`src/rtl/assert_macros.svh`:
```
// ----------------------------------------------------------------------------
// assert_macros.svh
// Concurrent assertion helpers; define NO_ASSERTIONS to compile them away.
// ----------------------------------------------------------------------------
`ifndef ASSERT_MACROS_SVH
`define ASSERT_MACROS_SVH
`ifndef NO_ASSERTIONS
// property must hold at every clock edge outside reset
`define ASSERT_CLK(lbl, clk, rst, prop, msg) \
   lbl: assert property (@(posedge clk) disable iff (rst) prop) else $error(msg);
// condition must never be true outside reset
`define ASSERT_NEVER(lbl, clk, rst, cond, msg) \
   lbl: assert property (@(posedge clk) disable iff (rst) !(cond)) else $error(msg);
`else
`define ASSERT_CLK(lbl, clk, rst, prop, msg)
`define ASSERT_NEVER(lbl, clk, rst, cond, msg)
`endif
`endif

```
`src/rtl/fpws_pkg.sv`:
```
// ----------------------------------------------------------------------------
// fpws_pkg
// Shared types and constants of the frame pacer with statistics.
// ----------------------------------------------------------------------------
`default_nettype none
package fpws_pkg;

   localparam int WINDOW       = 120;
   localparam int DRAIN_FRAMES = 30;
   localparam int REPORT_EVERY = 10;

   localparam int WIN_DEPTH = 128;
   localparam int FILL_W    = 7;
   localparam int DRAIN_W   = 5;
   localparam int REP_W     = $clog2(REPORT_EVERY + 1);

   localparam int QDEPTH = 2;
   localparam int QAW    = (QDEPTH > 1) ? $clog2(QDEPTH) : 1;
   localparam int QCW    = $clog2(QDEPTH + 1);

   localparam int DIV_NW    = 64;
   localparam int DIV_DW    = 48;
   localparam int DIV_STEPS = DIV_NW;
   localparam int DIV_CW    = $clog2(DIV_STEPS);

   localparam int PCT_KEEP = 99;
   localparam int PCT_ALL  = 100;
   localparam logic [19:0] US_PER_S = 20'd1000000;

   localparam int CSR_IW = 2;
   localparam logic [CSR_IW-1:0] CSR_PACING = 2'd0;
   localparam logic [CSR_IW-1:0] CSR_TARGET = 2'd1;
   localparam logic [CSR_IW-1:0] CSR_FREQ   = 2'd2;

   localparam logic [47:0] M48 = 48'hFFFF_FFFF_FFFF;

   typedef struct packed {
      logic [47:0] now_ticks;
      logic [2:0]  sync_interval;
   } fpws_req_type;

   typedef struct packed {
      logic [47:0] release_ticks;
      logic        measured;
      logic [31:0] frame_ticks;
      logic [31:0] lateness_ticks;
      logic [31:0] low_frame_ticks;
      logic [23:0] low_fps_q8;
      logic [15:0] stutter_pct_q8;
      logic [31:0] frame_count;
      logic        report_due;
      logic [2:0]  sync_interval_out;
   } fpws_rsp_type;

   typedef struct packed {
      logic        pacing_enable;
      logic [9:0]  target_fps;
      logic [39:0] tick_freq;
   } fpws_cfg_type;

   typedef struct packed {
      logic [47:0] release_ticks;
      logic        measured;
      logic [31:0] frame_ticks;
      logic [31:0] lateness_ticks;
      logic [31:0] frame_count;
      logic        report_due;
      logic [2:0]  sync_interval_out;
   } fpws_job_type;

   typedef struct packed {
      logic              start;
      logic [DIV_NW-1:0] dividend;
      logic [DIV_DW-1:0] divisor;
   } fpws_div_req_type;

   typedef struct packed {
      logic              done;
      logic [DIV_NW-1:0] quotient;
   } fpws_div_rsp_type;

   typedef enum logic [1:0] {F_IDLE, F_CALC, F_DIV, F_FIN} fpws_front_state_type;

   typedef enum logic [3:0] {
      B_IDLE, B_RDOLD, B_UPD, B_WALK, B_MUL, B_FPS, B_FPSW, B_STUT, B_STUTW, B_DONE
   } fpws_back_state_type;

endpackage
`default_nettype wire

```
`src/rtl/fpws_queue.sv`:
```
// ----------------------------------------------------------------------------
// fpws_queue
// Short queue of tagged results between the front and the back.
// ----------------------------------------------------------------------------
`default_nettype none
module fpws_queue (
   input  logic                   clock,
   input  logic                   reset,
   input  logic                   push,
   input  fpws_pkg::fpws_job_type push_job,
   input  logic                   pop,
   output logic                   q_valid,
   output logic                   q_full,
   output fpws_pkg::fpws_job_type head_job
);
   import fpws_pkg::*;

   fpws_job_type   slot_ff [QDEPTH];
   logic [QAW-1:0] wp_ff, rp_ff;
   logic [QCW-1:0] cnt_ff;
   logic           do_push, do_pop;

   assign q_valid  = (cnt_ff != '0);
   assign q_full   = (cnt_ff == QCW'(QDEPTH));
   assign head_job = slot_ff[rp_ff];
   assign do_push  = push && !q_full;
   assign do_pop   = pop && q_valid;

   always_ff @(posedge clock) begin
      if (reset) begin
         wp_ff  <= '0;
         rp_ff  <= '0;
         cnt_ff <= '0;
      end else begin
         if (do_push) wp_ff <= (wp_ff == QAW'(QDEPTH - 1)) ? '0 : wp_ff + 1'b1;
         if (do_pop)  rp_ff <= (rp_ff == QAW'(QDEPTH - 1)) ? '0 : rp_ff + 1'b1;
         case ({do_push, do_pop})
            2'b10:   cnt_ff <= cnt_ff + 1'b1;
            2'b01:   cnt_ff <= cnt_ff - 1'b1;
            default: cnt_ff <= cnt_ff;
         endcase
      end
   end

   always_ff @(posedge clock) begin
      if (do_push) slot_ff[wp_ff] <= push_job;
   end

endmodule
`default_nettype wire

```
`config.mk`:
```
export PLATFORM = sky130hd
export DESIGN_NAME = fpws_queue
export DESIGN_NICKNAME = d
export VERILOG_FILES = /design/src/rtl/assert_macros.svh /design/src/rtl/fpws_pkg.sv /design/src/rtl/fpws_queue.sv
export SDC_FILE = /design/constraint.sdc
export NUM_CORES = 1
export LEC_CHECK = 0
export BUFFER_PORTS_ARGS = -buffer_cell sky130_fd_sc_hd__buf_2
export CORE_MARGIN = 2
export CORE_UTILIZATION = 52
export DETAILED_ROUTE_END_ITERATION = 7
export PLACE_DENSITY = 0.84
export REMOVE_ABC_BUFFERS = 1
export SETUP_SLACK_MARGIN = 0.5
export SLEW_MARGIN = 20
export SYNTH_ARGS = -nofsm -noshare
export SYNTH_HDL_FRONTEND = slang
export SYNTH_SLANG_ARGS = --single-unit
```
`constraint.sdc`:
```
create_clock -name clock -period 6.51 [get_ports clock]
set_clock_uncertainty 0.05 [all_clocks]
set_input_delay 1.302 -clock clock [delete_from_list [all_inputs] [get_ports clock]]
set_output_delay 1.302 -clock clock [all_outputs]
set_load 0.05 [all_outputs]
```
Yosys cells after proc, flatten, opt, wreduce, memory -nomap -nowiden

Memories as Yosys holds them, arrays and structs flattened. A register that Yosys moved wholly into a read port is not among the register bits.
Cells that the tools add are included.

Bits in registers: 4
Bits in writable memories: 298
Input bits: 153
Output and inout bits: 151
Logic and storage cells: 23
Memories kept: 1

Memory list:

| memory  | depth | bits a word | read ports | clocked after Yosys merged registers in | wr ports | line             | source |
|---|---|---|---|---|---|---|---|
| slot_ff | 2     | 149         | 1          | 1                                       | 1        | fpws_queue.sv:18 | `fpws_job_type slot_ff [QDEPTH];` |

Add/subtract/negate cells: 4
Equality and inequality tests: 3
Mux-type cells: 7
Reductions and logical operators: 5

Operator list:

| operator            | count |
|---|---|
| $mux 1              | 6 |
| $eq 2x2->1 const B  | 2 |
| $pmux 2 s2          | 1 |
| $reduce_bool 2->1   | 2 |
| $add 1x1->1 const B | 2 |
| $add 2x1->2 const B | 1 |
| $eq 2x1->1 const B  | 1 |
| $logic_and 1x1->1   | 2 |
| $sub 2x1->2 const B | 1 |
| $logic_not 1->1     | 1 |

Longest topological paths before layout

Word-level depth: 5
Depth in mapped cells: 6

Worst setup path after synthesis

No wires, ideal clock.

Kind: in2reg
From: in push
To: mem slot_ff[1][0] in the netlist's numbering (enable)
Library setup time: 0.527 ns
Data arrival time: 4.772 ns
Data required time: 5.933 ns
Setup slack: 1.161 ns
Cell stages on the path: 1
Buffers on the path: 0
Path through: and3_1

Cells in the longest elaborated chain, start to end: 3

Ends and longest elaborated chain:

| element                      | line             | source |
|---|---|---|
| start, declared              | fpws_queue.sv:9  | `input logic push,` |
| $logic_and 1x1->1            | fpws_queue.sv:26 | `assign do_push = push && !q_full;` |
| $mux 1                       | fpws_queue.sv:46 | `if (do_push) slot_ff[wp_ff] <= push_job;` |
| $mux 1 (implied by the code) | fpws_queue.sv:46 |  |
| end, declared                | fpws_queue.sv:18 |  |

Every way passes these cells.

==> impl_metrics.py <==
metrics = {
    "status": {
        "status": "complete, no violations",
    },
    "routing": {
        "vias": 5617,
        "drc": 0,
        "routedWlPerCell_um": 18.7,
        "final_antenna_net_count": 0,
        "drt_first_pass_iters": 4,
        "drt-total-wl_um": 20700,
        "viasPerCell": 5.06,
        "drtIter0Drc": 269,
    },
    "clocking": {
        "cts_tree": "yes",
        "cts.path.max_buffers": 3,
        "numCtsBuffers": 29,
        "path_clk_slew_ns": 0.06,
        "htreeDepth": 1,
        "cts-root-buf": "clkbuf_16",
        "clk_latency_ns": 0.53,
        "cts_resized": 0,
        "cts_setup_buffers": 0,
        "hold_buffers": 0,
        "cts_sinks": 303,
    },
    "yosys": {
        "synth_seq_cells": 303,
        "synthesis.area_um2": 11000,
        "yosys_warnings": 0,
        "muxShareOfSynthArea": 0.152,
        "synthAdderAreaFrac": 0.00114,
        "syn_inst": 490,
        "synth_area_leaders": "edfxtp_1 (81%), mux2_2 (15%), buf_6 (1.1%), dfxtp_1 (0.91%), buf_2 (0.23%)",
        "synth-compound-area-share": 0.00250,
        "netlist-cell-type-count": 20,
        "yosys.area.top_type_share": 0.813,
        "synth_xor_area_frac": 0.00239,
        "synth_top_family_by_area": "multiplexers",
        "synth_top_cell_by_area": "edfxtp_1",
        "synth-seq-area-share": 0.822,
        "synth-simple-area-share": 0.00443,
        "synth_area_per_cell_um2": 22.5,
    },
    "die": {
        "core_region_area_um2": 20900,
        "die_area_um2": 22400,
        "io_pins": 304,
        "die_h_um": 150,
        "initial_utilization": 0.527,
        "die_w_um": 150,
        "rows": 53,
    },
    "timing": {
        "max_slew.worst_pin.slew_ns": 1.02,
        "min_period_ns": 3.96,
        "hold_violations": 0,
        "rsz0062_at_grt": "false",
        "finalCritPeriodShare": 0.608,
        "fin_ws_ns": 2.55,
        "fmax_mhz": 253,
        "slew_headroom": 0.322,
        "finalSetupViolations": 0,
        "slew_violations": 0,
        "tns_ns": 0,
        "holdWs_ns": 0.451,
    },
    "critical_path": {
        "rr_endpoint": "slot_ff[0][18]",
        "r2r_slack_ns": 3.87,
        "worst-setup-path-type": "flip-flop to primary output",
        "crit_slowest_cell": "dfxtp_4",
        "critPathMaxFanout": 80,
        "slowest_delay_ns": 0.93,
        "endpoint_kind": "primary output",
        "cp_cell_sequence": "buf_12 > mux2_2 > buf_2",
        "r2r-start": "cnt_ff[0]",
        "r2r_cells": 5,
        "cp.arrival_ns": 2.60,
        "cp.required_ns": 5.16,
        "critPathLaunchType": "flip-flop",
    },
    "layout": {
        "stdcell_count": 1110,
        "final_cell_mix": "buf_2 (303), edfxtp_1 (298), mux2_2 (149)",
        "num-fill-cells": 1431,
        "nets": 965,
        "syn_to_final_growth_pct": 24.3,
        "drive_above_1_share": 0.603,
        "fin_area_um2": 13700,
        "mostFrequentLayoutCell": "buf_2",
    },
    "placement": {
        "place_area_um2": 12800,
        "dp_hpwl_um": 13400,
        "port-buffer-count": 303,
        "place_worst_setup_slack_ns": 3.04,
        "place_congestion": 0.762,
        "dpl.cell_count": 1055,
    },
    "power": {
        "p_sw_frac": 0.378,
        "comb_power_share": 0.354,
        "pwr-share-seq": 0.402,
        "worst_ir_drop_vdd_v": 0.000351,
        "p_sw_mw": 2.44,
        "power_leakage_nw": 5.10,
        "powerDensity_nw_per_um2": 471,
        "p_int_mw": 4.01,
        "power_frac_clock": 0.243,
    },
    "global_routing": {
        "track_usage": 0.175,
        "grt_pass1_vias": 5834,
        "grt_max_degree": 81,
        "grt_pass1_wl_um": 30000,
        "grt_antenna_before_repair": 2,
        "gr-total-overflow": 0,
    },
    "worst_hold_path": {
        "hp-start": "wp_ff",
        "min_to": "wp_ff",
        "min_path_cells": 2,
        "hold_class": "flip-flop to flip-flop",
    },
    "flow_run": {
        "maxCapViolations": 0,
    },
}
-- flip-flops by register name, summed over array words and instances, names as in the netlist, named ones only --
register / cells
wp_ff: 1
cnt_ff: 2
slot_ff: 298
rp_ff: 1
-- power groups by stage --
stage	Sequential (mW)	Clock (mW)	Combinational [mW]
detailed placement	2.63	0	2.29
CTS	2.60	1.62	2.31
floorplan	2.67	0	1.79
global route	2.62	1.68	2.38
finish	2.59	1.57	2.28
global placement	2.62	0	2.28
-- worst max-delay path by stage --
stage                     startpoint         endpoint  slack [ns]  depth (start not counted)
after floorplan            flip-flop      head_job[0]        0.82                          1
after global placement     flip-flop    head_job[144]        3.01                          3
after detailed placement        push  slot_ff[0][107]        3.04                          5
after CTS                  flip-flop     head_job[11]        2.47                          3
after global routing       flip-flop     head_job[32]        2.40                          3
final                      flip-flop     head_job[32]        2.55                          3
-- worst max-delay path, delay by kind of cell, from the launching register on --
family   cells  cell delay (ns)
buf+inv      2             0.62
flops        1             0.93
mux          1             0.40
-- synth_stat cells --
master,instances
a21oi_1,2
and3_1,1
buf_2,5
buf_4,1
buf_6,11
dfxtp_1,5
edfxtp_1,298
ha_1,1
inv_1,2
inv_2,1
mux2_2,149
nand2_1,1
nand2b_2,1
nor2_1,3
o21a_1,1
o21ai_0,2
or2_2,1
or3_1,2
xnor2_1,2
xor2_1,1
-- logic make-up after synthesis --
| family | Yosys count |
|---|---|
| buf+inv | 20 |
| fa+ha+maj | 1 |
| compound gates | 5 |
| mux | 149 |
| simple gates | 9 |
| flops | 303 |
| xor+xnor | 3 |
-- routing by layer --
layer	track usage	routed length, µm	vias to the layer above
met2	0.315	10900	218
met3	0.0515	1570	52
met4	0.0586	742	2
met1	0.200	7540	2742
met5	0	13	-
li1	-	-	2603
-- per-stage QoR --
stage,power (mW),utilization
floorplan,4.46,-
global placement,4.90,0.612
detailed placement,4.93,0.612
CTS,6.52,0.655
global route,6.68,0.655
finish,6.44,0.655
-- area by class of cell --
class	count	area, µm²	share of cell area
antenna	2	5.00	0.000366
timing repair buffer	307	1570	0.115
tap	275	344	0.0251
inverter	3	16.3	0.00119
clock inverter	12	110	0.00804
multi-input combinational	167	1800	0.131
clock buffer	41	791	0.0578
sequential	303	9050	0.661
(Power assumes the default switching activity.)
