===== src/rtl/assert_macros.svh =====
// ----------------------------------------------------------------------------
// assert_macros.svh
// Concurrent assertion helpers; define NO_ASSERTIONS to compile them away.
// ----------------------------------------------------------------------------
`ifndef ASSERT_MACROS_SVH
`define ASSERT_MACROS_SVH
`ifndef NO_ASSERTIONS
// property must hold at every clock edge outside reset
`define ASSERT_CLK(lbl, clk, rst, prop, msg) \
   lbl: assert property (@(posedge clk) disable iff (rst) prop) else $error(msg);
// condition must never be true outside reset
`define ASSERT_NEVER(lbl, clk, rst, cond, msg) \
   lbl: assert property (@(posedge clk) disable iff (rst) !(cond)) else $error(msg);
`else
`define ASSERT_CLK(lbl, clk, rst, prop, msg)
`define ASSERT_NEVER(lbl, clk, rst, cond, msg)
`endif
`endif


===== src/rtl/fpws_pkg.sv =====
// ----------------------------------------------------------------------------
// fpws_pkg
// Shared types and constants of the frame pacer with statistics.
// ----------------------------------------------------------------------------
`default_nettype none
package fpws_pkg;

   localparam int WINDOW       = 120;
   localparam int DRAIN_FRAMES = 30;
   localparam int REPORT_EVERY = 10;

   localparam int WIN_DEPTH = 128;
   localparam int FILL_W    = 7;
   localparam int DRAIN_W   = 5;
   localparam int REP_W     = $clog2(REPORT_EVERY + 1);

   localparam int QDEPTH = 2;
   localparam int QAW    = (QDEPTH > 1) ? $clog2(QDEPTH) : 1;
   localparam int QCW    = $clog2(QDEPTH + 1);

   localparam int DIV_NW    = 64;
   localparam int DIV_DW    = 48;
   localparam int DIV_STEPS = DIV_NW;
   localparam int DIV_CW    = $clog2(DIV_STEPS);

   localparam int PCT_KEEP = 99;
   localparam int PCT_ALL  = 100;
   localparam logic [19:0] US_PER_S = 20'd1000000;

   localparam int CSR_IW = 2;
   localparam logic [CSR_IW-1:0] CSR_PACING = 2'd0;
   localparam logic [CSR_IW-1:0] CSR_TARGET = 2'd1;
   localparam logic [CSR_IW-1:0] CSR_FREQ   = 2'd2;

   localparam logic [47:0] M48 = 48'hFFFF_FFFF_FFFF;

   typedef struct packed {
      logic [47:0] now_ticks;
      logic [2:0]  sync_interval;
   } fpws_req_type;

   typedef struct packed {
      logic [47:0] release_ticks;
      logic        measured;
      logic [31:0] frame_ticks;
      logic [31:0] lateness_ticks;
      logic [31:0] low_frame_ticks;
      logic [23:0] low_fps_q8;
      logic [15:0] stutter_pct_q8;
      logic [31:0] frame_count;
      logic        report_due;
      logic [2:0]  sync_interval_out;
   } fpws_rsp_type;

   typedef struct packed {
      logic        pacing_enable;
      logic [9:0]  target_fps;
      logic [39:0] tick_freq;
   } fpws_cfg_type;

   typedef struct packed {
      logic [47:0] release_ticks;
      logic        measured;
      logic [31:0] frame_ticks;
      logic [31:0] lateness_ticks;
      logic [31:0] frame_count;
      logic        report_due;
      logic [2:0]  sync_interval_out;
   } fpws_job_type;

   typedef struct packed {
      logic              start;
      logic [DIV_NW-1:0] dividend;
      logic [DIV_DW-1:0] divisor;
   } fpws_div_req_type;

   typedef struct packed {
      logic              done;
      logic [DIV_NW-1:0] quotient;
   } fpws_div_rsp_type;

   typedef enum logic [1:0] {F_IDLE, F_CALC, F_DIV, F_FIN} fpws_front_state_type;

   typedef enum logic [3:0] {
      B_IDLE, B_RDOLD, B_UPD, B_WALK, B_MUL, B_FPS, B_FPSW, B_STUT, B_STUTW, B_DONE
   } fpws_back_state_type;

endpackage
`default_nettype wire


===== src/rtl/fpws_div.sv =====
// ----------------------------------------------------------------------------
// fpws_div
// Restoring radix-2 unsigned divider, one quotient bit per cycle.
// ----------------------------------------------------------------------------
`default_nettype none
module fpws_div (
   input  logic                      clock,
   input  logic                      reset,
   input  fpws_pkg::fpws_div_req_type div_req,
   output fpws_pkg::fpws_div_rsp_type div_rsp
);
   import fpws_pkg::*;

   logic              busy_ff;
   logic              done_ff;
   logic [DIV_CW-1:0] cnt_ff;
   logic [DIV_DW-1:0] rem_ff, rem_in;
   logic [DIV_NW-1:0] quo_ff, quo_in;
   logic [DIV_DW-1:0] dv_ff;
   logic [DIV_DW:0]   shifted;
   logic              qbit;

   always_comb begin
      shifted = {rem_ff, quo_ff[DIV_NW-1]};
      qbit    = (shifted >= {1'b0, dv_ff});
      rem_in  = qbit ? DIV_DW'(shifted - {1'b0, dv_ff}) : shifted[DIV_DW-1:0];
      quo_in  = {quo_ff[DIV_NW-2:0], qbit};
   end

   always_ff @(posedge clock) begin
      if (reset) begin
         busy_ff <= 1'b0;
         done_ff <= 1'b0;
         cnt_ff  <= '0;
      end else begin
         done_ff <= 1'b0;
         if (!busy_ff && div_req.start) begin
            busy_ff <= 1'b1;
            cnt_ff  <= '0;
         end else if (busy_ff) begin
            cnt_ff <= cnt_ff + 1'b1;
            if (cnt_ff == DIV_CW'(DIV_STEPS - 1)) begin
               busy_ff <= 1'b0;
               done_ff <= 1'b1;
            end
         end
      end
   end

   always_ff @(posedge clock) begin
      if (!busy_ff && div_req.start) begin
         rem_ff <= '0;
         quo_ff <= div_req.dividend;
         dv_ff  <= div_req.divisor;
      end else if (busy_ff) begin
         rem_ff <= rem_in;
         quo_ff <= quo_in;
      end
   end

   assign div_rsp.done     = done_ff;
   assign div_rsp.quotient = quo_ff;

endmodule
`default_nettype wire


===== config.mk =====
export PLATFORM = sky130hd
export DESIGN_NAME = fpws_div
export DESIGN_NICKNAME = d
export VERILOG_FILES = /design/src/rtl/assert_macros.svh /design/src/rtl/fpws_pkg.sv /design/src/rtl/fpws_div.sv
export SDC_FILE = /design/constraint.sdc
export NUM_CORES = 1
export LEC_CHECK = 0
export ABC_CLOCK_PERIOD_IN_PS = 4000
export BUFFER_PORTS_ARGS = -buffer_cell sky130_fd_sc_hd__buf_4
export CAP_MARGIN = 20
export CORE_MARGIN = 1
export CORE_UTILIZATION = 58
export CTS_BUF_LIST = sky130_fd_sc_hd__clkbuf_8
export DETAILED_ROUTE_END_ITERATION = 12
export PLACE_DENSITY = 0.83
export SLEW_MARGIN = 20
export SYNTH_ARGS = -nofsm -noshare
export SYNTH_HDL_FRONTEND = slang
export SYNTH_SLANG_ARGS = --single-unit

===== constraint.sdc =====
create_clock -name clock -period 4 [get_ports clock]
set_input_delay 0.2 -clock clock [delete_from_list [all_inputs] [get_ports clock]]
set_output_delay 0.2 -clock clock [all_outputs]
set_load 0.005 [all_outputs]

# Word-level counts from Yosys, hierarchy flattened
# Cells that the tools add are included.
# classes
addsub	2
multipliers	0
div_mod_pow	0
order_cmp	1
n_eq_ne	1
shifts	0
mux	7
bitwise	1
reduce_logical	5
# ops
op	n
64-bit two-way mux	2
49-bit by 48-bit >= comparator with 1-bit output	1
48-bit two-way mux	1
48-bit subtractor	1
6-bit by 1-bit adder with 6-bit output (second input constant)	1
6-bit equality test (second input constant)	1
1-bit two-way mux	4
3-bit OR reduction	1
2-bit nonzero test	1
2-bit OR reduction	1
1-bit logical AND	1
1-bit zero test	1
1-bit NOT	1
# totals
regBits	168
latch_bits	0
ramBits	0
romBits	0
inputBits	115
out_inout_bits	65
wordCells	23
memories	0

# Longest topological paths before layout
# depth
word_depth	4
mapped_depth	14
mapped_depth_nobuf	12

# Worst setup path before layout
# OpenSTA, ideal clock, no wires.
# synth_path
path_type	register -> register
start	reg dv_ff[42]
end	reg rem_ff[12]
setup_time_ps	117
arrival_ps	2769
t_required_ps	3883
slack_ps	1114
path_stages_with_launch	14
path_buffers	2
period_less_slack_ps	2886
cell_sequence	edfxtp_1 inv_1 ha_1 buf_2 a21o_1 a21o_1 a21o_1 a21o_1 a21o_1 a211o_4 nor2_8 buf_6 mux2_4 a22o_1
# synth_via
elab_chain_len	2
# synth_rtl
item	line	text
start, declared	fpws_div.sv:19	logic [DIV_DW-1:0] dv_ff;
start signal, assigned	fpws_div.sv:54	dv_ff <= div_req.divisor;
49-bit by 48-bit >= comparator with 1-bit output	fpws_div.sv:25	qbit = (shifted >= {1'b0, dv_ff});
48-bit two-way mux	fpws_div.sv:26	rem_in = qbit ? DIV_DW'(shifted - {1'b0, dv_ff}) : shifted[DIV_DW-1:0];
end signal, assigned	fpws_div.sv:56	rem_ff <= rem_in;
end, declared	fpws_div.sv:17	logic [DIV_DW-1:0] rem_ff, rem_in;
# No other way between the ends.
# A chain may end at the register's enable or synchronous reset.

# Worst setup path after layout
# layout_path
start	reg dv_ff[1]
end	reg rem_ff[28]
# layout_via
elab_chain_len	2
word_cells_on_any_way	3
cone_classes	1 x add/sub; 1 x order compare; 1 x mux
# layout_rtl
item	line
48-bit subtractor / 49-bit by 48-bit >= comparator with 1-bit output (equally long branches)	fpws_div.sv:26, fpws_div.sv:25
48-bit two-way mux (*)	fpws_div.sv:26
# Mark *: on every way between the ends. The rest lies on a longest branch, timed or not.

==> qor.txt <==
Setup WS pre-CTS - 0.4850 ns
Inst Count DP - 1,360
Effective utilization at floorplan - 59.54%
Wire per inst - 18.09 um
CTS tree - built
Register area - 0.004484 mm2
Share of cells above drive strength 1 - 19.22%
Antenna violations before repair - 1
PwrDens - 536.9 mW/mm2
Die Span Y - 129.9 um
1st-iter DRT viols - 708
Final Core Density - 78.03%
Total negative slack - 0 ns
Area grow syn2layout - 31.05%
Min-delay worst type - in2reg
Critical Path End Type - flop
Met2 usage - 59.17%
Max Slew Vio Count - 0
Overall routed net length - 27,170 um
R2R cell count - 12
Core area - 0.01594 mm2
CP endpoint - rem_ff[28]
Met3 Use GR - 8.528%
Num rows - 46
Synth Instances - 1,005
Main synth FF type - edfxtp_1
Worst EP required - 4.35 ns
Setup violators final - 0
Post-synthesis sequential area ratio - 47.24%
Mapped Area - 0.009493 mm2
Syn Nets - 1,170
Gr busiest metal - met2
GP Congestion - 0.9265
Max Cap Viol - 0
Asr flop ratio synth - 0%
CP max FO - 38
Hold Violations, Final - 0
Residual DRC - 0
Final nets - 1,437
Fill cells - 1,009
Cell variety after synth - 72
CP Launch Type - flop
Slew HR - 45.47%
Fmax - 0.2808 GHz
Run status - completed
Antenna viol nets, final - 0
Clock tree buffer depth - 2
Die ar. - 0.01688 mm2
Synth top area cells - edfxtp_1 (35%), dfxtp_1 (12%), nand2_1 (9.7%), ha_1 (6.5%), a21oi_1 (3.5%)
CP Launch Point - dv_ff[1]
CP arrival - 3.91 ns
Total track usage - 33.07%
RSZ-0062 raised after global routing - no
Transition time at the pin with the least slew margin - 0.8168 ns
Placed wire-length estimate - 16,720 um
Clk slew on worst S/H paths - 0.11 ns
Crit path setup slack, layout - 0.4390 ns
Vias per std cell - 5.834
Setup bufs post-CTS - 0
Total CTS buffers - 17
Yosys reg bits - 168
Root buffer cell - clkbuf_8
Vias in the first global route - 8,699
H-tree depth - 4
First-pass GRT wire length - 42,720 um
Multi-input combinational cell area - 0.004538 mm2
Finished Layout Cells - 1,502
Largest net degree at the start of global routing - 67
Worst r2r src - dv_ff[1]
Via Count - 8,763
Drt pass-1 iters - 6
Fin crit share - 89.03%
P_leak - 0.005689 uW
Buffers on Ports - 179
Width of the die - 129.9 um
Synth top area share - 35.43%
IO Pins - 180
R2R Path End - rem_ff[28]
Cell taking the most area after synthesis - edfxtp_1
Worst Skew - 0.02126 ns
Clk_lat worst skew - 0.48 ns
EDFF count, synth - 112
VDD IR max - 320.6 uV
Tmin final - 3.561 ns
Internal reg-to-reg setup slack - 0.44 ns
CTS Sinks - 168
CP Class - reg2reg
Synth warn - 0
Synthesized area per cell - 9.446 um2
GR Util met1 - 37.29%
Total congestion overflow - 0
## registers in the layout, indices dropped and copies added (netlist names)
register,count
busy_ff,1
cnt_ff,6
done_ff,1
dv_ff,48
quo_ff,64
rem_ff,48
## cell families (layout without fill, tap and decap cells)
logic type      Yosys count  count (layout)  share of synthesized area (%)
simple gates            358             358                          16.30
buf+inv                 113             393                          5.009
flops                   168             168                          47.24
mux                      32              32                          3.994
fa+ha+maj                50              50                          6.669
compound gates          240             240                          16.73
xor+xnor                 44              44                          4.060
other cells               0               1                              0
## metrics by stage
stage                     hold slack [ns]  power, uW  instance area, um2
after floorplan                    0.2781       4623                9493
after global placement             0.3780       5242               10970
after detailed placement           0.3793       5302               10970
after CTS                        0.006743       6589               12440
after global routing             0.005345       7059               12440
final                             0.01696       6679               12440
## cell usage after synthesis (4+ instances only)
| cell type | n |
|---|---|
| a32o_1 | 4 |
| nor2b_1 | 9 |
| dfxtp_1 | 56 |
| buf_2 | 5 |
| ha_1 | 49 |
| o21a_1 | 6 |
| a31oi_1 | 10 |
| a211oi_1 | 5 |
| a21oi_1 | 66 |
| buf_4 | 4 |
| nor3_1 | 8 |
| a22o_1 | 16 |
| nor2_1 | 35 |
| nand2_1 | 245 |
| xnor2_1 | 30 |
| mux2i_1 | 18 |
| nand2b_1 | 6 |
| clkbuf_1 | 30 |
| or3_1 | 4 |
| nand4_1 | 12 |
| a32oi_1 | 13 |
| inv_1 | 63 |
| nand3_1 | 14 |
| o21ai_0 | 24 |
| o21ai_1 | 31 |
| and3_1 | 6 |
| xor2_1 | 14 |
| edfxtp_1 | 112 |
| buf_6 | 4 |
| o22ai_1 | 4 |
| o211ai_1 | 5 |
| a21o_1 | 16 |
| mux2_4 | 11 |
| buf_1 | 6 |
| o21bai_1 | 12 |
## cell usage in the layout, fill, tap and decap left out, drive strengths merged, types with 3 or more instances in the layout
cell	netlist	final
nand2	245	245
buf	19	188
edfxtp	112	112
dlygate4sd3	0	109
inv	64	73
a21oi	67	67
o21ai	57	57
dfxtp	56	56
ha	49	49
nor2	37	37
xnor2	30	30
mux2i	18	18
clkbuf	30	17
a21o	16	16
a22o	16	16
nand3	14	14
xor2	14	14
mux2	14	14
a32oi	13	13
nand4	12	12
o21bai	12	12
a31oi	10	10
nor2b	9	9
nor3	8	8
and3	6	6
nand2b	6	6
o21a	6	6
a211oi	6	6
o211ai	5	5
or3	5	5
o22ai	4	4
a32o	4	4
o31ai	4	4
a21boi	4	4
clkinv	0	4
nand3b	3	3
nor4	3	3
or2	3	3
## how the worst min path moves through the flow
stage                 from    endpoint  slack, ns  cells after the start
6_report       div_req[92]  quo_ff[44]       0.02                      3
3_5_place_dp   div_req[21]   dv_ff[21]       0.38                      1
5_1_grt        div_req[92]  quo_ff[44]      0.005                      3
2_1_floorplan        reset     done_ff       0.28                      1
4_1_cts        div_req[92]  quo_ff[44]      0.007                      3
3_3_place_gp   div_req[33]   dv_ff[33]       0.38                      1
## critical path: stages, from the launching register on
cell	delay (ns)
edfxtp_1	0.43
inv_1	0.08
ha_1	0.23
nor2b_1	0.15
o21bai_1	0.19
a21oi_2	0.14
o31ai_2	0.43
o21bai_1	0.22
and4_2	0.32
nor2_8	0.59
buf_4	0.36
mux2i_1	0.22
o21ai_1	0.07
## per-layer routing
layer	up-vias	part of all wire, %
li1	4087	-
met1	4122	38
met2	472	50
met3	82	8.0
met4	0	3.4
met5	-	0
## power by group
part	leakage (uW)	switching, uW	total [uW]	internal, uW
logic	0.00392	1640	3040	1400
registers	0.00157	243	2430	2190
clock network	0.000199	697	1200	508
## layout make-up
type,instances,area share [%]
clock inverters,15,1.136
diodes,1,0.02011
clock buffers,17,1.881
flip-flops and latches,168,36.05
inverters,64,1.951
well taps,216,2.172
multi-input cells,724,36.48
repair buffers,297,20.32
## timing repair
action	in CTS	in global routing
endpoints found under the hold margin	110	0
gates resized for setup	0	0
hold buffers	109	0
(Power assumes the default switching activity.)
