===== src/rtl/assert_macros.svh =====
// ----------------------------------------------------------------------------
// assert_macros.svh
// Concurrent assertion helpers; define NO_ASSERTIONS to compile them away.
// ----------------------------------------------------------------------------
`ifndef ASSERT_MACROS_SVH
`define ASSERT_MACROS_SVH
`ifndef NO_ASSERTIONS
// property must hold at every clock edge outside reset
`define ASSERT_CLK(lbl, clk, rst, prop, msg) \
   lbl: assert property (@(posedge clk) disable iff (rst) prop) else $error(msg);
// condition must never be true outside reset
`define ASSERT_NEVER(lbl, clk, rst, cond, msg) \
   lbl: assert property (@(posedge clk) disable iff (rst) !(cond)) else $error(msg);
`else
`define ASSERT_CLK(lbl, clk, rst, prop, msg)
`define ASSERT_NEVER(lbl, clk, rst, cond, msg)
`endif
`endif


===== src/rtl/fpws_pkg.sv =====
// ----------------------------------------------------------------------------
// fpws_pkg
// Shared types and constants of the frame pacer with statistics.
// ----------------------------------------------------------------------------
`default_nettype none
package fpws_pkg;

   localparam int WINDOW       = 120;
   localparam int DRAIN_FRAMES = 30;
   localparam int REPORT_EVERY = 10;

   localparam int WIN_DEPTH = 128;
   localparam int FILL_W    = 7;
   localparam int DRAIN_W   = 5;
   localparam int REP_W     = $clog2(REPORT_EVERY + 1);

   localparam int QDEPTH = 2;
   localparam int QAW    = (QDEPTH > 1) ? $clog2(QDEPTH) : 1;
   localparam int QCW    = $clog2(QDEPTH + 1);

   localparam int DIV_NW    = 64;
   localparam int DIV_DW    = 48;
   localparam int DIV_STEPS = DIV_NW;
   localparam int DIV_CW    = $clog2(DIV_STEPS);

   localparam int PCT_KEEP = 99;
   localparam int PCT_ALL  = 100;
   localparam logic [19:0] US_PER_S = 20'd1000000;

   localparam int CSR_IW = 2;
   localparam logic [CSR_IW-1:0] CSR_PACING = 2'd0;
   localparam logic [CSR_IW-1:0] CSR_TARGET = 2'd1;
   localparam logic [CSR_IW-1:0] CSR_FREQ   = 2'd2;

   localparam logic [47:0] M48 = 48'hFFFF_FFFF_FFFF;

   typedef struct packed {
      logic [47:0] now_ticks;
      logic [2:0]  sync_interval;
   } fpws_req_type;

   typedef struct packed {
      logic [47:0] release_ticks;
      logic        measured;
      logic [31:0] frame_ticks;
      logic [31:0] lateness_ticks;
      logic [31:0] low_frame_ticks;
      logic [23:0] low_fps_q8;
      logic [15:0] stutter_pct_q8;
      logic [31:0] frame_count;
      logic        report_due;
      logic [2:0]  sync_interval_out;
   } fpws_rsp_type;

   typedef struct packed {
      logic        pacing_enable;
      logic [9:0]  target_fps;
      logic [39:0] tick_freq;
   } fpws_cfg_type;

   typedef struct packed {
      logic [47:0] release_ticks;
      logic        measured;
      logic [31:0] frame_ticks;
      logic [31:0] lateness_ticks;
      logic [31:0] frame_count;
      logic        report_due;
      logic [2:0]  sync_interval_out;
   } fpws_job_type;

   typedef struct packed {
      logic              start;
      logic [DIV_NW-1:0] dividend;
      logic [DIV_DW-1:0] divisor;
   } fpws_div_req_type;

   typedef struct packed {
      logic              done;
      logic [DIV_NW-1:0] quotient;
   } fpws_div_rsp_type;

   typedef enum logic [1:0] {F_IDLE, F_CALC, F_DIV, F_FIN} fpws_front_state_type;

   typedef enum logic [3:0] {
      B_IDLE, B_RDOLD, B_UPD, B_WALK, B_MUL, B_FPS, B_FPSW, B_STUT, B_STUTW, B_DONE
   } fpws_back_state_type;

endpackage
`default_nettype wire


===== src/rtl/fpws_front.sv =====
// ----------------------------------------------------------------------------
// fpws_front
// Accepts present requests, applies the cap deadline and drain, tags results.
// ----------------------------------------------------------------------------
`default_nettype none
module fpws_front (
   input  logic                       clock,
   input  logic                       reset,
   input  logic                       req_valid,
   input  fpws_pkg::fpws_req_type     req_data,
   output logic                       req_stall,
   input  fpws_pkg::fpws_cfg_type     cfg,
   output fpws_pkg::fpws_div_req_type div_req,
   input  fpws_pkg::fpws_div_rsp_type div_rsp,
   output logic                       q_push,
   output fpws_pkg::fpws_job_type     q_job,
   input  logic                       q_full
);
   import fpws_pkg::*;

   fpws_front_state_type state_ff, state_in;

   logic [47:0]        now_ff;
   logic [2:0]         sync_ff;
   logic [47:0]        last_ff, last_in;
   logic               started_ff, started_in;
   logic [9:0]         seen_ff, seen_in;
   logic [DRAIN_W-1:0] drain_ff, drain_in;
   logic [31:0]        frames_ff, frames_in;
   logic [REP_W-1:0]   rep_ff, rep_in;

   logic               paced_path;
   logic [48:0]        deadline;
   logic [48:0]        late_diff;
   logic [47:0]        lastv;
   logic [47:0]        rel;
   logic [47:0]        fdiff;
   fpws_job_type       job;

   assign paced_path = (cfg.target_fps == seen_ff) && started_ff && cfg.pacing_enable &&
                       (cfg.target_fps != '0);

   // next state
   always_comb begin
      state_in = state_ff;
      case (state_ff)
         F_IDLE: begin
            if (req_valid && !q_full) state_in = F_CALC;
         end
         F_CALC: begin
            state_in = paced_path ? F_DIV : F_IDLE;
         end
         F_DIV: begin
            if (div_rsp.done) state_in = F_FIN;
         end
         F_FIN: begin
            state_in = F_IDLE;
         end
         default: begin
            state_in = F_IDLE;
         end
      endcase
   end

   // outputs
   always_comb begin
      req_stall        = 1'b1;
      q_push           = 1'b0;
      div_req.start    = 1'b0;
      div_req.dividend = {24'b0, cfg.tick_freq};
      div_req.divisor  = {38'b0, cfg.target_fps};
      case (state_ff)
         F_IDLE: begin
            req_stall = q_full;
         end
         F_CALC: begin
            div_req.start = paced_path;
            q_push        = !paced_path;
         end
         F_FIN: begin
            q_push = 1'b1;
         end
         default: begin
            req_stall = 1'b1;
         end
      endcase
   end

   // pacing decision and result tagging
   always_comb begin
      last_in    = last_ff;
      started_in = started_ff;
      seen_in    = seen_ff;
      drain_in   = drain_ff;
      frames_in  = frames_ff;
      rep_in     = rep_ff;
      job        = '0;
      job.release_ticks = now_ff;
      job.frame_count   = frames_ff;
      deadline  = {1'b0, last_ff} + {9'b0, div_rsp.quotient[39:0]};
      late_diff = {1'b0, now_ff} - deadline;
      lastv     = last_ff;
      rel       = now_ff;
      fdiff     = '0;
      if (cfg.target_fps != seen_ff) begin
         // cap change: resync, and a cap of zero starts the drain
         seen_in    = cfg.target_fps;
         last_in    = now_ff;
         started_in = 1'b1;
         if (cfg.target_fps == '0) drain_in = DRAIN_W'(DRAIN_FRAMES);
      end else if (!started_ff) begin
         started_in = 1'b1;
         last_in    = now_ff;
      end else begin
         if (cfg.pacing_enable && (cfg.target_fps != '0)) begin
            if ({1'b0, now_ff} > deadline) begin
               rel = now_ff;
               job.lateness_ticks = (|late_diff[47:32]) ? 32'hFFFF_FFFF : late_diff[31:0];
            end else begin
               rel = deadline[48] ? M48 : deadline[47:0];
            end
         end else if (drain_ff != '0) begin
            drain_in = drain_ff - 1'b1;
            lastv    = now_ff;
         end
         fdiff = rel - lastv;
         if (rel >= lastv) begin
            job.frame_ticks = (|fdiff[47:32]) ? 32'hFFFF_FFFF : fdiff[31:0];
         end
         last_in   = rel;
         frames_in = frames_ff + 1'b1;
         if (frames_in == '0) begin
            rep_in = '0;
         end else if (rep_ff == REP_W'(REPORT_EVERY - 1)) begin
            rep_in = '0;
         end else begin
            rep_in = rep_ff + 1'b1;
         end
         job.release_ticks = rel;
         job.measured      = 1'b1;
         job.frame_count   = frames_in;
         job.report_due    = (rep_in == '0);
      end
      job.sync_interval_out = (drain_in != '0) ? 3'd0 : sync_ff;
   end

   assign q_job = job;

   always_ff @(posedge clock) begin
      if (reset) begin
         state_ff   <= F_IDLE;
         last_ff    <= '0;
         started_ff <= 1'b0;
         seen_ff    <= '0;
         drain_ff   <= '0;
         frames_ff  <= '0;
         rep_ff     <= '0;
      end else begin
         state_ff <= state_in;
         if (q_push) begin
            last_ff    <= last_in;
            started_ff <= started_in;
            seen_ff    <= seen_in;
            drain_ff   <= drain_in;
            frames_ff  <= frames_in;
            rep_ff     <= rep_in;
         end
      end
   end

   always_ff @(posedge clock) begin
      if (state_ff == F_IDLE && req_valid && !q_full) begin
         now_ff  <= req_data.now_ticks;
         sync_ff <= req_data.sync_interval;
      end
   end

endmodule
`default_nettype wire


===== config.mk =====
export PLATFORM = sky130hd
export DESIGN_NAME = fpws_front
export DESIGN_NICKNAME = d
export VERILOG_FILES = /design/src/rtl/assert_macros.svh /design/src/rtl/fpws_pkg.sv /design/src/rtl/fpws_front.sv
export SDC_FILE = /design/constraint.sdc
export NUM_CORES = 1
export LEC_CHECK = 0
export ABC_AREA = 1
export BUFFER_PORTS_ARGS = -buffer_cell sky130_fd_sc_hd__buf_2
export CAP_MARGIN = 20
export CELL_PAD_IN_SITES_DETAIL_PLACEMENT = 1
export CELL_PAD_IN_SITES_GLOBAL_PLACEMENT = 2
export CORE_MARGIN = 2
export CORE_UTILIZATION = 27
export DETAILED_ROUTE_END_ITERATION = 6
export PLACE_DENSITY = 0.72
export SKIP_CTS_REPAIR_TIMING = 1
export SYNTH_ARGS = -nofsm -noshare
export SYNTH_HDL_FRONTEND = slang
export SYNTH_SLANG_ARGS = --single-unit

===== constraint.sdc =====
create_clock -name clock -period 10.6 [get_ports clock]
set_input_delay 0 -clock clock [delete_from_list [all_inputs] [get_ports clock]]
set_output_delay 0 -clock clock [all_outputs]
set_load 0.005 [all_outputs]

Yosys cells after proc, flatten, opt, wreduce, memory -nomap -nowiden:

Index checks and enable logic that the tools add are counted.

* logic and storage cells: 82
* bits of input ports: 171
* register bits: 153

* $lt $le $gt $ge: 2
* reductions and logical operators: 21
* $add $sub $neg: 6
* equal/unequal tests: 8
* mux-type cells: 35
* bitwise gates (word level): 1

Operators with widths (count)
* 48-bit 2-to-1 mux: 11
* 146-bit 2-to-1 mux: 2
* 32-bit 2-to-1 mux: 5
* 48-bit subtractor: 2
* 48-bit by 40-bit adder with 49-bit output: 1
* 48-bit by 49-bit greater-than comparator with 1-bit output: 1
* 48-bit >= comparator: 1
* 32-bit by 1-bit adder with 32-bit output, second input constant: 1
* 32-bit logical NOT: 1
* 16-bit OR reduction: 2
* 5-bit 2-to-1 mux: 5
* 4-bit 2-to-1 mux: 4
* 10-bit == test: 1
* 10-bit logical NOT: 1
* 10-bit inequality test: 1
* 10-bit nonzero test: 1
* 5-bit nonzero test: 2
* 2-bit case mux with 4 select lines: 1
* 1-bit logical AND: 7
* 2-bit 2-to-1 mux: 3
* 5-bit by 1-bit subtractor with 5-bit output, second input constant: 1
* 4-bit by 1-bit adder with 4-bit output, second input constant: 1
* 2-bit == test, second input constant: 2
* 4-bit == test, second input constant: 1
* 11 further kinds: 15

Logic depth before layout (Yosys ltp):

Gate-level depths: netlist (run 1).

* depth in word-level cells: 12
* mapped depth: 58
* mapped depth without buffers: 55

Least setup slack after synthesis (run 1):

No wires, ideal clock.

* path kind: reg-to-output
* from: register last_ff[0]
* to: output q_job[73] (netlist bit)
* setup slack: 3797 ps
* data arrival time: 6803 ps
* cell stages (with the launch flop): 56
* cells stage by stage: dfxtp_1 -> ha_1 -> inv_1 -> fa_1 -> inv_1 -> a21oi_1 -> o21bai_2 -> a21boi_2 -> o21ai_2 -> inv_1 -> o21ai_0 -> xor2_1 -> inv_1 -> ha_1 -> a21o_1 -> a31oi_1 -> nand2_1 -> a31oi_1 -> [20 not listed] -> nand2_1 -> nand2_1 -> nand2_1 -> nand2_1 -> nand2_1 -> nand2_1 -> a21oi_2 -> o21ai_1 -> nand2_1 -> nand2_1 -> xor2_1 -> nor2_1 -> nand2_1 -> nor2_1 -> nand2_1 -> buf_2 -> o21ai_0 -> inv_1

RTL lines
* start: declaration: line fpws_front.sv:25 `logic [47:0] last_ff, last_in;`
* start signal: assignment: line fpws_front.sv:161 `last_ff <= last_in;`
* end: declaration: line fpws_front.sv:16 `output fpws_pkg::fpws_job_type q_job,`

==> qor.txt, run 1 <==
DR vias - 21170
Top-count cell post-synth - nand2_1
R2R Setup Slk - 4.41 ns
Die W - 274 um
Avg Vias per Cell - 4.91
Max-slew headroom - 35.6%
Fraction of layout cells with a size suffix above 1 - 14.3%
Port buffer count - 268
RSZ-0062 raised after global routing - no
R2r worst-path depth - 31
Clock Skews - 0.0190 ns
Hold slack final - -0.0254 ns
H-tree lvl count - 4
Req. time, crit path - 10.60 ns
Worst R2R End - last_ff[27]$_SDFFE_PP0P_
Worst Path Max Fanout - 31
Die area - 75300 sq um
Core area - 72700 sq um
Root Buffer - clkbuf_16
Top cell type's share of synthesized area - 13.3%
Post-Route WL - 87.4 mm
Setup-failing EPs final - 0
F_max - 0.103 GHz
Cells after Synth - 3107
Most frequent CP cell - nand2_1
Ant. Diodes - 0
Hold crit path type - input pin to flop
Clock latency on the worst-skew pair - 0.48 ns
Slowest library cell on the worst path - nor4_1
Final hold violation count - 4
Final nets - 3656
Placement Rows - 99
Async SR Flop Fraction - 0%
Leak - 11.2 nW
CTS tree - built
Tot GR Track Use - 22.6%
Post-route ant nets - 0
Crit end category - primary output
Yosys warns - 0
Longest Clk Path Bufs - 2
Num ports - 435
Netlist cell types - 63
Synth area leader - nand2_1
VDD IR max - 0.0000954 V
Post-synth EDFFs - 51
Initial Util - 27.1%
Hold path cells - 2
Ranking of synthesized cells by area - nand2_1 (13%), dfxtp_1 (10%), ha_1 (8.9%)
Crit Path Category - flop to primary output
Fin util - 31.2%
First DRT Iteration DRCs - 1115
Worst slew pin tran - 0.956 ns
Sequential area share after synthesis - 18.1%
Tmin final - 9.73 ns
Clk sink count - 153
Die H - 274 um
CP Launch Type - flop
Failing checks - hold timing
TritonCTS buffer count - 17
Worst Hold Endpoint - seen_ff[5]$_SDFFE_PP0P_
Status - finished, violations left
First drt pass iteration count - 6
Clock-pin slew on the worst setup and hold paths - 0.07 ns
Remaining DRCs - 0
Fin Setup TNS - 0 ns
First-pass GRT wire length - 128 mm
Power Density - 106 nW/um^2
RR Startpoint - last_ff[6]$_SDFFE_PP0P_
Synthesis-stage register bit count - 153
Worst hold start - reset
Worst path max stage delay - 0.64 ns
Vias in the first global route - 20875
MaxCap Viol Count - 0
HPWL reported at the end of detailed placement - 72.2 mm
Final Slew Violations - 0
Total grt overflow - 0
Final Cycle Share - 91.8%
Tot Pwr - 2.40 mW
Post-synth top cells - nand2_1 (701), inv_1 (440), nor2_1 (263)
Main synth FF type - dfxtp_1
GPL Wtd Cong - 0.927
Critical path arrival - 9.73 ns
Initial antenna violation count - 8
Synth-to-Final Area Change - 14.8%
Largest net degree at the start of global routing - 68
Wirelength per Cell - 20.3 um
Mapped Avg Cell Area - 6.35 sq um
Synthesized area - 19700 sq um
==> stage by stage <==
| stage | worst slack (ns) | cell area, sq um | cells |
|---|---|---|---|
| 3_3_place_gp | 0.897 | 21400 | 4219 |
| 4_1_cts | 0.186 | 22000 | 4250 |
| 6_report | 0.871 | 22700 | 4313 |
| 3_5_place_dp | 0.720 | 21400 | 4219 |
| 5_1_grt | 0.0186 | 22700 | 4313 |
| 2_1_floorplan | 3.80 | 20000 | 3168 |
==> flip-flops by register name, indices dropped and copies added, names as in the netlist, named ones only <==
register	cells
frames_ff	32
sync_ff	3
started_ff	1
rep_ff	4
seen_ff	10
drain_ff	5
last_ff	48
now_ff	48
state_ff	1
==> critical path: cells and delay by family, from the launching register on <==
kind	cells	cell delay [ns]
compound gates	8	1.81
xor+xnor	2	0.38
fa+ha+maj	5	1.82
buf+inv	8	0.71
flops	1	0.35
simple gates	26	4.08
==> per-layer routing <==
metal / global-route usage [%] / vias to the layer above / wire length (um)
met5: 0 / - / 93
met4: 5.08 / 14 / 1590
li1: - / 10508 / -
met2: 37.2 / 393 / 40100
met1: 31.4 / 10184 / 42200
met3: 2.60 / 71 / 3380
==> where the power goes <==
| part | switching, mW | total [mW] | internal (mW) |
|---|---|---|---|
| Sequential | 0.0311 | 0.662 | 0.631 |
| Clock | 0.296 | 0.628 | 0.331 |
| Combinational | 0.738 | 1.11 | 0.368 |
==> cell usage in the layout (no fill, tap or decap), types with 21 or more instances in the layout <==
cell type      netlist  final
nand4_1             68     68
dfxtp_1            102    102
nor3_1              30     30
or2_2               50     50
nand3_1            182    182
o21ai_0            194    194
nor2_1             263    257
nor4_1              23     22
nand3b_1            26     26
mux2i_1             39     39
a21oi_1            197    197
a21o_1              23     23
conb_1               1     62
edfxtp_1            51     51
nand3_2             35     35
a31oi_1             50     50
nand2_4             24     25
inv_1              440    440
nand2_1            701    700
dlygate4sd3_1        0     63
xor2_1             107    107
buf_2               28    268
ha_1               140    140
buf_4              112     21
xnor2_1             45     45
==> cell type report <==
| cell class | instances | area (sq um) |
|---|---|---|
| clock buffer | 19 | 443 |
| clock inverter | 12 | 118 |
| fill | 9435 | 50100 |
| inverter | 444 | 1670 |
| multi-input combinational | 2374 | 13500 |
| sequential | 153 | 3570 |
| tap | 959 | 1200 |
| timing repair buffer | 352 | 2130 |
==> worst max path at each step <==
stage	slack, ns	from	cells after the start	end
2_1_floorplan	3.80	last_ff[0]$_SDFFE_PP0P_	55	q_job[73]
3_3_place_gp	0.90	last_ff[0]$_SDFFE_PP0P_	46	q_job[77]
3_5_place_dp	0.72	last_ff[0]$_SDFFE_PP0P_	46	q_job[95]
4_1_cts	0.19	last_ff[0]$_SDFFE_PP0P_	46	q_job[95]
5_1_grt	0.02	last_ff[0]$_SDFFE_PP0P_	55	q_job[91]
6_report	0.87	last_ff[0]$_SDFFE_PP0P_	49	q_job[91]
==> logic make-up (layout without fill, tap and decap cells) <==
kind of cell | Yosys count | after routing | share of synthesized area, %
xor+xnor | 152 | 152 | 6.75
simple gates | 1438 | 1438 | 33.7
compound gates | 540 | 540 | 15.4
flops | 153 | 153 | 18.1
other cells | 1 | 62 | 0.0190
fa+ha+maj | 143 | 143 | 9.18
mux | 39 | 39 | 1.98
buf+inv | 641 | 827 | 14.8
Note: power is estimated with default switching activity, not from simulation.
==> run 2: changes to the inputs <==
--- a/config.mk
+++ b/config.mk
@@ -12,6 +12,7 @@
 export CELL_PAD_IN_SITES_GLOBAL_PLACEMENT = 2
 export CORE_MARGIN = 2
 export CORE_UTILIZATION = 27
+export CTS_CLUSTER_DIAMETER = 40
 export DETAILED_ROUTE_END_ITERATION = 6
 export PLACE_DENSITY = 0.72
 export SKIP_CTS_REPAIR_TIMING = 1
==> constraint.sdc (replaced) <==
create_clock -name clock -period 11.1 [get_ports clock]
set_input_delay 0 -clock clock [delete_from_list [all_inputs] [get_ports clock]]
set_output_delay 0 -clock clock [all_outputs]
set_load 0.005 [all_outputs]
==> run 2 against run 1 <==
  * The flow now finishes without violations
  * Wire length decreased by 0.69%
  * Sequential power decreased by 4.5%
  * Critical endpoint is now q_job[86]
  * Total power decreased by 5.2%
  * Clock skew increased by 0.0077 ns
==> qor.txt, run 2 (synthesized netlist as in run 1, its figures left out) <==
Status - finished, final reports clean (was finished, violations left)
First drt pass iteration count - 5 (was 6)
Sequential cell area - 3570 sq um (unchanged)
MaxCap Viol Count - 0 (unchanged)
Wirelength per Cell - 20.1 um (was 20.3 um)
Tmin final - 9.93 ns
Root Buffer - clkbuf_16 (unchanged)
Die H - 274 um (unchanged)
Longest Clk Path Bufs - 2 (unchanged)
Final Slew Violations - 0 (unchanged)
TritonCTS buffer count - 17 (unchanged)
Most frequent CP cell - nand2_1 (unchanged)
Placement Rows - 99 (unchanged)
Fin Setup TNS - 0 ns (unchanged)
Final hold violation count - 0 (was 4)
Clock Skews - 0.0267 ns (was 0.0190 ns)
Tot GR Track Use - 22.4% (was 22.6%)
Post-route ant nets - 0 (unchanged)
Largest net degree at the start of global routing - 74 (was 68)
Commonest non-fill, non-tap cell in the layout - nand2_1 (unchanged)
First DRT Iteration DRCs - 1174 (was 1115)
Max-slew headroom - 32.4% (was 35.6%)
Avg Vias per Cell - 4.91 (about the same)
First-pass GRT wire length - 127 mm (was 128 mm)
Port buffer count - 268 (unchanged)
Switching power - 1.03 mW (was 1.07 mW)
GPL Wtd Cong - 0.919 (was 0.927)
Clock latency on the worst-skew pair - 0.48 ns (about the same)
VDD IR max - 0.0000900 V (was 0.0000954 V)
Worst path max stage delay - 0.52 ns (was 0.64 ns)
Crit end category - primary output (unchanged)
HPWL reported at the end of detailed placement - 71.5 mm (was 72.2 mm)
Pint - 1.25 mW (was 1.33 mW)
Slowest library cell on the worst path - fa_1 (was nor4_1)
Largest regs - last_ff (48), now_ff (48), frames_ff (32) (unchanged)
CP Launch Type - flop (unchanged)
Setup-failing EPs final - 0 (unchanged)
Worst slew pin tran - 1.00 ns (was 0.956 ns)
Critical path arrival - 9.93 ns (was 9.73 ns)
Remaining DRCs - 0 (unchanged)
Num ports - 435 (unchanged)
Clk sink count - 153 (unchanged)
Register share of total power - 27.8% (was 27.6%)
Most frequent cells in the layout - nand2_1 (701), inv_1 (440), buf_2 (268) (was nand2_1 (700), inv_1 (440), buf_2 (268))
Multi-input gate area - 13500 sq um (about the same)
RSZ-0062 raised after global routing - no (unchanged)
CTS tree - built (unchanged)
Combinational power share - 46.5% (was 46.2%)
Final nets - 3659 (was 3656)
Final-layout fill cell count - 9402 (was 9435)
Hold slack final - 0.00000197 ns (was -0.0254 ns)
Power Density - 100 nW/um^2 (was 106 nW/um^2)
Clock share of power - 25.6% (was 26.2%)
Initial antenna violation count - 9 (was 8)
CP bufs+invs - 8 (unchanged)
Ant. Diodes - 0 (unchanged)
Synth-to-Final Area Change - 14.8% (about the same)
Clock-pin slew on the worst setup and hold paths - 0.07 ns (about the same)
F_max - 0.101 GHz
Crit Path Category - flop to primary output (unchanged)
Initial Util - 27.1% (unchanged)
Vias in the first global route - 20577 (was 20875)
Crit path max-delay family - simple AND/OR/NAND/NOR gates (unchanged)
DR vias - 21199 (was 21170)
Die W - 274 um (unchanged)
Die area - 75300 sq um (unchanged)
Leak - 11.2 nW (about the same)
Total grt overflow - 0 (unchanged)
Final Cycle Share - 89.4%
H-tree lvl count - 4 (unchanged)
Worst Path Max Fanout - 31 (unchanged)
Post-Route WL - 86.8 mm (was 87.4 mm)
Switching share of power - 45.2% (was 44.5%)
Hold crit path type - input pin to primary output (was input pin to flop)
Fraction of layout cells with a size suffix above 1 - 14.2% (was 14.3%)
Core area - 72700 sq um (unchanged)
Req. time, crit path - 11.10 ns (was 10.60 ns)
[run 2: power groups by stage]
| stage | clock network, mW | logic, mW | registers [mW] |
|---|---|---|---|
| after detailed placement | 0 | 1.03 | 0.644 |
| after global placement | 0 | 1.03 | 0.644 |
| after floorplan | 0 | 0.728 | 0.630 |
| after CTS | 0.601 | 1.03 | 0.631 |
| final | 0.583 | 1.06 | 0.632 |
| after global routing | 0.618 | 1.17 | 0.634 |
[run 2: area by class of cell]
type / instances / share of cell area, %
clock buffers: 18 / 1.89
clock inverters: 14 / 0.497
inverters: 444 / 7.35
multi-input cells: 2374 / 59.6
flip-flops and latches: 153 / 15.8
well taps: 959 / 5.29
repair buffers: 355 / 9.58
[run 2: path summary, 6_finish.rpt]
kind              depth (start not counted)                      from  slack, ns                       end
setup / recovery                         56   last_ff[0]$_SDFFE_PP0P_       1.17                 q_job[86]
hold / removal                            0                    cfg[3]   0.000002               div_req[51]
setup reg to reg                         33   last_ff[0]$_SDFFE_PP0P_       4.74  last_ff[27]$_SDFFE_PP0P_
hold reg to reg                           2  last_ff[46]$_SDFFE_PP0P_       0.46  last_ff[46]$_SDFFE_PP0P_
[run 2: metal layers]
| metal | global-route usage [%] | vias to the layer above | wire length (um) |
|---|---|---|---|
| met5 | 0 | - | 95 |
| met4 | 4.61 | 16 | 1160 |
| met3 | 2.75 | 56 | 3630 |
| met2 | 37.0 | 426 | 39900 |
| met1 | 31.2 | 10165 | 42000 |
| li1 | - | 10536 | - |
[run 2: per-stage QoR]
stage               setup slack [ns]  utilization (%)  total power [mW]  instance area, sq um  instances
floorplan                       4.30                -              1.36                 20000       3168
global route                   0.367             31.2              2.42                 22700       4317
CTS                             1.13             30.3              2.26                 22000       4251
detailed placement              1.68             29.5              1.67                 21500       4219
global placement                1.74             29.5              1.67                 21500       4219
finish                          1.17             31.2              2.27                 22700       4317
==> run 3: changes to the inputs <==
--- a/config.mk
+++ b/config.mk
@@ -6,6 +6,7 @@
 export NUM_CORES = 1
 export LEC_CHECK = 0
 export ABC_AREA = 1
+export ABC_CLOCK_PERIOD_IN_PS = 11500
 export BUFFER_PORTS_ARGS = -buffer_cell sky130_fd_sc_hd__buf_2
 export CAP_MARGIN = 20
 export CELL_PAD_IN_SITES_DETAIL_PLACEMENT = 1
==> constraint.sdc (replaced) <==
create_clock -name clock -period 11.5 [get_ports clock]
set_input_delay 0 -clock clock [delete_from_list [all_inputs] [get_ports clock]]
set_output_delay 0 -clock clock [all_outputs]
set_load 0.005 [all_outputs]
==> run 3 against run 2 <==
  * Highest routed layer unchanged
  * Flip-flop and latch count did not move
  * Non-clock buffer count down 2
  * Cell count is essentially flat
  * Utilization is essentially flat
  * Global-route usage up 0.16 points
  * Sequential share of layout area hardly changed
  * Wire length about the same
  * Combinational power is 4% lower
  * Die area did not move
  * Largest power group unchanged
  * Register-to-register slack improved by 0.17 ns
  * Design area is essentially flat
  * Clock skew increased by 0.0015 ns
==> qor.txt, run 3 (synthesized netlist as in run 1, its figures left out) <==
Switching share of power - 44.9% (was 45.2%)
R2R Setup Slk - 4.91 ns (was 4.74 ns)
Worst R2R End - last_ff[27]$_SDFFE_PP0P_ (unchanged)
Worst hold start - cfg[3] (unchanged)
Hold crit path type - input pin to primary output (unchanged)
GPL Wtd Cong - 0.933 (was 0.919)
H-tree lvl count - 4 (unchanged)
Max-slew headroom - 34.5% (was 32.4%)
Slowest library cell on the worst path - buf_4 (was fa_1)
Wirelength per Cell - 20.1 um (about the same)
TritonCTS buffer count - 17 (unchanged)
Fraction of layout cells with a size suffix above 1 - 14.2% (about the same)
VDD IR max - 0.0000916 V (was 0.0000900 V)
First DRT Iteration DRCs - 1130 (was 1174)
Commonest non-fill, non-tap cell in the layout - nand2_1 (unchanged)
Pint - 1.22 mW (was 1.25 mW)
Clk sink count - 153 (unchanged)
Longest Clk Path Bufs - 2 (unchanged)
Total grt overflow - 0 (unchanged)
Critical path arrival - 10.00 ns (was 9.93 ns)
Initial antenna violation count - 10 (was 9)
Synth-to-Final Area Change - 14.8% (about the same)
Final-layout fill cell count - 9413 (was 9402)
Remaining DRCs - 0 (unchanged)
First drt pass iteration count - 5 (unchanged)
Placed Area - 21400 sq um (was 21500 sq um)
Avg Vias per Cell - 4.90 (was 4.91)
Vias in the first global route - 21055 (was 20577)
Crit Path Category - flop to primary output (unchanged)
Largest net degree at the start of global routing - 52 (was 74)
First-pass GRT wire length - 128 mm (was 127 mm)
Multi-input gate area - 13500 sq um (unchanged)
Fin Setup TNS - 0 ns (unchanged)
CTS tree - built (unchanged)
HPWL reported at the end of detailed placement - 71.4 mm (was 71.5 mm)
Crit end category - primary output (unchanged)
CP Launch Type - flop (unchanged)
Register share of total power - 27.5% (was 27.8%)
Post-Route WL - 86.7 mm (was 86.8 mm)
Switching power - 0.996 mW (was 1.03 mW)
Most frequent CP cell - nand2_1 (unchanged)
Worst Hold Endpoint - div_req[51] (unchanged)
Die area - 75300 sq um (unchanged)
Die H - 274 um (unchanged)
Core area - 72700 sq um (unchanged)
Status - finished, final reports clean (unchanged)
Final nets - 3657 (was 3659)
MaxCap Viol Count - 0 (unchanged)
DR vias - 21143 (was 21199)
Final Cycle Share - 87.0%
Worst path max stage delay - 0.60 ns (was 0.52 ns)
Num ports - 435 (unchanged)
Initial Util - 27.1% (unchanged)
Setup-failing EPs final - 0 (unchanged)
Power Density - 97.9 nW/um^2 (was 100 nW/um^2)
Tmin final - 10.00 ns
Clock-pin slew on the worst setup and hold paths - 0.07 ns (about the same)
Final hold violation count - 0 (unchanged)
Most frequent cells in the layout - nand2_1 (701), inv_1 (440), buf_2 (268) (unchanged)
Final Slew Violations - 0 (unchanged)
Die W - 274 um (unchanged)
Clock Skews - 0.0283 ns (was 0.0267 ns)
Post-route ant nets - 0 (unchanged)
Placement Rows - 99 (unchanged)
Tot GR Track Use - 22.6% (was 22.4%)
Hold path cells - 0 (unchanged)
R2r worst-path depth - 33 (unchanged)
Port buffer count - 268 (unchanged)
Root Buffer - clkbuf_16 (unchanged)
Clock share of power - 26.7% (was 25.6%)
Clock latency on the worst-skew pair - 0.51 ns (was 0.48 ns)
Largest regs - last_ff (48), now_ff (48), frames_ff (32) (unchanged)
RSZ-0062 raised after global routing - no (unchanged)
Tot Pwr - 2.22 mW (was 2.27 mW)
F_max - 0.100 GHz
Combinational power share - 45.8% (was 46.5%)
Leak - 11.2 nW (about the same)
Req. time, crit path - 11.50 ns (was 11.10 ns)
RR Startpoint - last_ff[0]$_SDFFE_PP0P_ (unchanged)
Sequential cell area - 3570 sq um (unchanged)
Fin area - 22700 sq um (about the same)
Worst Path Max Fanout - 35 (was 31)
Worst slew pin tran - 0.972 ns (was 1.00 ns)
run 3: cell count changes in the layout (fill, tap and decap cells not counted), sizes merged:
cell | previous run | this run
diode | 0 | 1
bufinv | 0 | 1
clkinvlp | 3 | 4
clkinv | 5 | 4
clkbuf | 18 | 17
buf | 289 | 287
run 3: worst max-delay path by stage:
stage / from / to / slack [ns] / depth (start not counted)
final: last_ff[0]$_SDFFE_PP0P_ / q_job[94] / 1.50 / 47
after global routing: last_ff[0]$_SDFFE_PP0P_ / q_job[94] / 0.66 / 49
after CTS: last_ff[0]$_SDFFE_PP0P_ / q_job[94] / 1.37 / 51
after detailed placement: last_ff[0]$_SDFFE_PP0P_ / q_job[94] / 1.98 / 51
after global placement: last_ff[0]$_SDFFE_PP0P_ / q_job[76] / 2.10 / 48
after floorplan: last_ff[0]$_SDFFE_PP0P_ / q_job[73] / 4.70 / 55
run 3: cell type report:
cell class | count | share of cell area [%]
flip-flops and latches | 153 | 15.8
well taps | 959 | 5.29
clock inverters | 15 | 0.635
inverters | 444 | 7.35
diodes | 1 | 0.0110
clock buffers | 17 | 1.88
repair buffers | 353 | 9.46
multi-input cells | 2374 | 59.6
run 3: power groups by stage:
stage	Sequential, mW	Combinational, mW	Clock, mW
floorplan	0.608	0.703	0
global placement	0.621	0.985	0
detailed placement	0.622	0.986	0
CTS	0.610	0.991	0.612
global route	0.612	1.12	0.627
finish	0.610	1.02	0.593
run 3: critical path, delay by kind of cell, from the launching register on:
kind / cells / cell delay [ns]
AOI/OAI and AO/OA: 10 / 2.02
xor gates and xnor gates: 2 / 0.32
adders and majority gates: 4 / 1.43
buffers and inverters: 8 / 1.38
DFF: 1 / 0.37
and+or+nand+nor: 23 / 3.94
run 3: stage by stage:
step | worst slack [ns] | util, % | hold WS, ns | instances
after global placement | 2.10 | 29.5 | 0.0000346 | 4217
after CTS | 1.37 | 30.3 | -0.369 | 4249
after detailed placement | 1.98 | 29.5 | 0.0000346 | 4217
after global routing | 0.661 | 31.2 | 0.00000795 | 4315
final | 1.50 | 31.2 | 0.00000224 | 4316
after floorplan | 4.70 | - | 0.0787 | 3168
run 3: routing by layer:
layer / vias up / share of wire [%] / GRT usage (%) / wire length (um)
met5: - / 0.12 / 0 / 107
met4: 16 / 2.7 / 7.54 / 2370
met3: 90 / 4.5 / 3.56 / 3910
met2: 423 / 45 / 36.1 / 38700
met1: 10091 / 48 / 30.8 / 41700
li1: 10523 / - / - / -
